<file path="src/nlas_pkg.sv">
// package for the nearest lattice atom search block
// shared types, constants and a helper function; no dependencies
package nlas_pkg;
  localparam int MAX_BASIS = 16;
  localparam int FRAC_W = 12;
  localparam int POS_W = 20;
  localparam int IDX_W = 12;
  localparam int INV_FRAC = 16;
  localparam int CFG_W = 60;
  localparam int BASIS_W = 36;
  localparam int IN_TDATA_W = 104;
  localparam int OUT_TDATA_W = 96;
  localparam int CART_W = 56;
  localparam int DIST_W = 2 * CART_W + 2;

  typedef enum logic [2:0] {
    REG_LATTICE_A = 3'd0,
    REG_LATTICE_B = 3'd1,
    REG_LATTICE_C = 3'd2,
    REG_INVERSE_0 = 3'd3,
    REG_INVERSE_1 = 3'd4,
    REG_INVERSE_2 = 3'd5,
    REG_ORIGIN    = 3'd6,
    REG_ATOMS     = 3'd7
  } reg_index_t;

  typedef enum logic {
    OP_LOAD  = 1'b0,
    OP_QUERY = 1'b1
  } op_t;

  typedef enum logic [3:0] {
    ST_IDLE, ST_DIFF, ST_MUL, ST_ROUND, ST_READ, ST_CART, ST_SUM, ST_DIST, ST_CMP, ST_OUT
  } state_t;

  typedef struct packed {
    logic [CFG_W-1:0] lat_a;
    logic [CFG_W-1:0] lat_b;
    logic [CFG_W-1:0] lat_c;
    logic [CFG_W-1:0] inv0;
    logic [CFG_W-1:0] inv1;
    logic [CFG_W-1:0] inv2;
    logic [CFG_W-1:0] origin;
    logic [4:0]       atoms;
  } cfg_t;

  function automatic logic signed [POS_W-1:0] field(input logic [CFG_W-1:0] r,
                                                    input logic [1:0] k);
    case (k)
      2'd0:    field = r[19:0];
      2'd1:    field = r[39:20];
      default: field = r[59:40];
    endcase
  endfunction
endpackage

</file>
<file path="src/nlas_cfg_regs.sv">
// configuration register file
// depends on nlas_pkg
module nlas_cfg_regs (
  input  logic                         clk,
  input  logic                         rst,
  input  logic                         cfg_valid,
  output logic                         cfg_ready,
  input  logic [2:0]                   cfg_index,
  input  logic [nlas_pkg::CFG_W-1:0]   cfg_data,
  output nlas_pkg::cfg_t               cfg
);
  assign cfg_ready = 1'b1;

  always_ff @(posedge clk) begin
    if (rst) begin
      cfg.lat_a  <= 60'd4096;
      cfg.lat_b  <= 60'd4096 << 20;
      cfg.lat_c  <= 60'd4096 << 40;
      cfg.inv0   <= 60'd65536;
      cfg.inv1   <= 60'd65536 << 20;
      cfg.inv2   <= 60'd65536 << 40;
      cfg.origin <= '0;
      cfg.atoms  <= 5'd1;
    end else if (cfg_valid) begin
      case (nlas_pkg::reg_index_t'(cfg_index))
        nlas_pkg::REG_LATTICE_A: cfg.lat_a  <= cfg_data;
        nlas_pkg::REG_LATTICE_B: cfg.lat_b  <= cfg_data;
        nlas_pkg::REG_LATTICE_C: cfg.lat_c  <= cfg_data;
        nlas_pkg::REG_INVERSE_0: cfg.inv0   <= cfg_data;
        nlas_pkg::REG_INVERSE_1: cfg.inv1   <= cfg_data;
        nlas_pkg::REG_INVERSE_2: cfg.inv2   <= cfg_data;
        nlas_pkg::REG_ORIGIN:    cfg.origin <= cfg_data;
        nlas_pkg::REG_ATOMS:     cfg.atoms  <= cfg_data[4:0];
        default: ;
      endcase
    end
  end
endmodule

</file>
<file path="config.mk">
export PLATFORM = sky130hd
export DESIGN_NAME = nlas_cfg_regs
export DESIGN_NICKNAME = d
export VERILOG_FILES = /design/src/nlas_pkg.sv /design/src/nlas_cfg_regs.sv
export SDC_FILE = /design/constraint.sdc
export NUM_CORES = 1
export LEC_CHECK = 0
export BUFFER_PORTS_ARGS = -buffer_cell sky130_fd_sc_hd__buf_4
export CAP_MARGIN = 20
export CORE_UTILIZATION = 30
export CTS_CLUSTER_SIZE = 28
export DETAILED_ROUTE_END_ITERATION = 10
export GPL_ROUTABILITY_DRIVEN = 0
export PLACE_DENSITY = 0.48
export SLEW_MARGIN = 20
export SYNTH_ARGS = -nofsm -noshare
export SYNTH_HDL_FRONTEND = slang
export SYNTH_SLANG_ARGS = --single-unit
export TNS_END_PERCENT = 30
</file>
<file path="constraint.sdc">
create_clock -name clk -period 2.27 [get_ports clk]
set_input_delay 0.1135 -clock clk [delete_from_list [all_inputs] [get_ports clk]]
set_output_delay 0.1135 -clock clk [all_outputs]
set_load 0.03 [all_outputs]
</file>
After elaboration in Yosys (flattened, before gate mapping)
Cells that the tools add are included.
{"block": "op_classes", "n_reduce_logical": 9, "n_eq_ne": 7}
{"op": "2-bit AND reduction", "count": 8}
{"op": "3-bit equality test, second input constant", "count": 4}
{"op": "3-bit by 2-bit equality test with 1-bit output, second input constant", "count": 2}
{"op": "3-bit by 1-bit equality test with 1-bit output, second input constant", "count": 1}
{"op": "3-bit logical NOT", "count": 1}
{"block": "totals", "elab_cells": 24, "ff_bits": 425}

Depth between registers and ports, before layout
{"block": "depth", "depth_word": 2, "mapped_depth": 5, "mapped_depth_nobuf": 2}

Worst setup path after synthesis
No wires, ideal clock.
{"block": "synth_path", "path_type": "input to register", "from": "input cfg_index[1]", "to": "register cfg[415] in the netlist's numbering", "slack_ns": 0.980, "cell_stages": 5, "required_ns": 2.145, "t_arrival_ns": 1.165, "setup_ns": 0.125, "path_cell_list": "buf_2 or4b_4 buf_6 buf_6 mux2i_1"}
{"block": "synth_between", "elab_chain_len": 2}
{"element": "from (decl)", "line_no": "nlas_cfg_regs.sv:8", "rtl": "input logic [2:0] cfg_index,"}
{"element": "3-bit logical NOT", "line_no": "nlas_cfg_regs.sv:25", "rtl": "case (nlas_pkg::reg_index_t'(cfg_index))"}
{"element": "2-bit AND reduction (no source line)"}
{"element": "to (decl)", "line_no": "nlas_cfg_regs.sv:10", "rtl": "output nlas_pkg::cfg_t cfg"}
No other way between the ends.
A chain may end at the register's enable or synchronous reset.

Worst setup path in the final report
{"block": "layout_path", "from": "register cfg[397] in the netlist's numbering", "to": "output cfg[397] in the netlist's numbering"}
No word-level cell between the ends.

==> results.md <==
- Status: finished clean
- Leak Pwr: ~0.012 µW
- CP required: around 2200 ps
- Detail Route Antenna Nets: 0
- Root buf cell: clkbuf_16
- CP top delay family: flip-flops
- Syn_area_per_cell: 11.2 µm²
- Sink Count: 425
- Total power: 18200 µW
- Sequential fraction of the synthesis area: 51.8%
- Yosys warnings: 0
- Die Span Y: 236 µm
- Layout cells sized above 1: ~30%
- Worst path slowest cell: dfxtp_1
- Layout fillers: 5155
- Gate Count Post-Synth: 1465
- Vias in the first global route: 12200
- Core area: 0.0539 mm²
- Port Buffers: slightly below 500
- Largest net degree at the start of global routing: 75
- Maximum clock frequency: 800 MHz
- Clock transition at path regs: 60 ps
- Worst-Skew Late Latency: between 500 and 600 ps
- Number of DRC markers in iteration 0: 479
- Maximum VDD drop: 0.000533 V
- Overall Global Routing Usage: 19.0%
- Period utilisation layout: 55.1%
- CP Cell Sequence: buf_4
- Remaining global-route overflow: 0
- Worst hold endpoint: cfg[172]
- Final nets: 2025
- Maximum root-to-sink buffer count: 3
- Worst setup margin: 1020 ps
- Worst reg-to-reg path cell count: 2
- Clk_skew: 0 ps
- Hold Startpoint: cfg_data[47]
- Crit-path max FO: 2
- Buf+Inv Stages, Crit Path: 1
- CTS tree: built
- Post-route DRC violation count: 0
- First-pass GRT wire length: about 80000 µm
- Synth cell types: 16
- Diode count: 0
- Critical path launch point: cfg[397]
- Via Count: 11900
- CTS buffer count: 49
- Synthesized flop and latch total: about 430
- PD cells: 786 mW/mm²
- Row count: 85
- Post-CTS Setup Repair Bufs: 0
- HP Class: primary input to flip-flop
- Drt wl/cell: 20.1 µm
- Largest register FFs: 425
- R2r setup slk: 1630 ps
- Cells after DPL: 2568
- Reg2reg start: cfg[216]
- I/O pin cnt: 492
- Max H-tree Level: 2
- # Max-Cap Violations: 0
- Vias per cell: roughly 4.4
- Total negative setup slack: 0 ps
- Top Registers: cfg x425
- Die area: 0.0557 mm²
- DP Area: roughly 0.021 mm²
- Fin crit period: 1250 ps
- Final setup vio count: 0
- Setup WS pre-CTS: 593 ps
- Max-slew violations: 0
- Syn Nets: 1531
- Initial Utilization: 30.5%
- Critical path class: flip-flop to output pin
- RR Endpoint: cfg[216]
- Finished Layout Cells: 2696
- Startpoint Class: flip-flop
- Setup crit end kind: output pin
- Hold path cells: 3
- Post-route cell area: 0.0231 mm²
- DP HPWL: 36800 µm
- Slew @ Worst Pin: 668 ps
- WL final: 54200 µm
- Fin. Hold Viols: 0
- Area growth from synthesis to layout: 40.7%
- Slew headroom: 55.4%
- Most flops, register: cfg
- RSZ-0062 raised after global routing: false
- Max incr delay on CP: roughly 370 ps
- Initial antenna violation count: 0
- CP arrival: 1140 ps
- Mapped Area: 0.0164 mm²
- Die X: roughly 240 µm
- Drt first pass iters: 4
[cell usage in the layout (no fill, tap or decap), drive strengths merged]
master,n
mux2i,425
clkinvlp,1
nand4b,3
nand2b,478
bufinv,10
inv,1
nand4,1
or4b,1
conb,1
nand4bb,3
dfxtp,425
dlygate4sd3,36
nor4b,1
clkbuf,71
nor4bb,1
clkinv,9
nor2,14
buf,519
[logic make-up (layout without fill, tap and decap cells)]
family | after synthesis | count (layout) | synth area share (%)
and+or+nand+nor | 502 | 502 | 19.1
muxes | 425 | 425 | 25.9
DFF | 425 | 425 | 51.8
buffers and inverters | 112 | 647 | 3.13
other | 1 | 1 | 0.0228
[worst max-delay path by stage]
stage                     to  slack, ps  depth (start not counted)
floorplan           cfg[415]        980                          5
global placement    cfg[309]        620                          4
detailed placement  cfg[309]        590                          4
CTS                 cfg[100]        970                          1
global route        cfg[244]        970                          1
finish              cfg[397]       1020                          1
[cell type report]
class                   instances  area [µm²]  share of cell area, %
clock inverters                21         362                   1.56
well taps                     696         871                   3.77
repair buffers                555        4440                   19.2
flip-flops and latches        425        8510                   36.8
multi-input cells             928        7470                   32.3
clock buffers                  71        1460                   6.32
[per-layer routing]
metal  up-vias  part of all wire [%]  routed length [µm]  track usage [%]
met5         -                     0                   0                0
met4         0                   2.7                1440             5.90
met3        74                   7.4                4000             6.20
met2       322                    46               24800             30.4
met1      5725                    44               23900             24.0
li1       5819                     -                   -                -
[power breakdown]
group          internal [µW]  switching [µW]
clock network           5600            3260
logic                    657             924
registers               7630            91.8
total                  13900            4270
[cells in the mapped netlist]
cell type	n	area, µm²
mux2i_1	425	4250
buf_1	5	18.8
buf_2	39	195
nand4_1	1	6.26
buf_6	3	33.8
nand4b_1	3	26.3
nand2b_1	478	2990
nor2_1	14	52.6
or4b_4	1	13.8
clkbuf_1	59	221
nor4bb_1	1	10.0
dfxtp_1	425	8510
conb_1	1	3.75
nand4bb_1	3	33.8
nor4b_1	1	8.76
buf_4	6	45.0
[what timing repair did]
action,in CTS,in global routing
resized for setup,0,0
hold buffers,36,0
endpoints found under the hold margin,172,0
[worst reg2reg max path: cells and delay by family, from the launching register on]
kind / cells / cell delay, ps
multiplexers: 1 / 130
flip-flops: 1 / 360
AND/OR/NAND/NOR: 1 / 70
[stage by stage]
| stage | hold WS, ps | utilization [%] |
|---|---|---|
| after global routing | 18.7 | 42.9 |
| final | 16.8 | 42.9 |
| after detailed placement | 384 | 38.8 |
| after CTS | 1.45 | 42.9 |
| after global placement | 375 | 38.8 |
| after floorplan | 275 | - |
No activity file was read; power rests on OpenSTA's default activity.
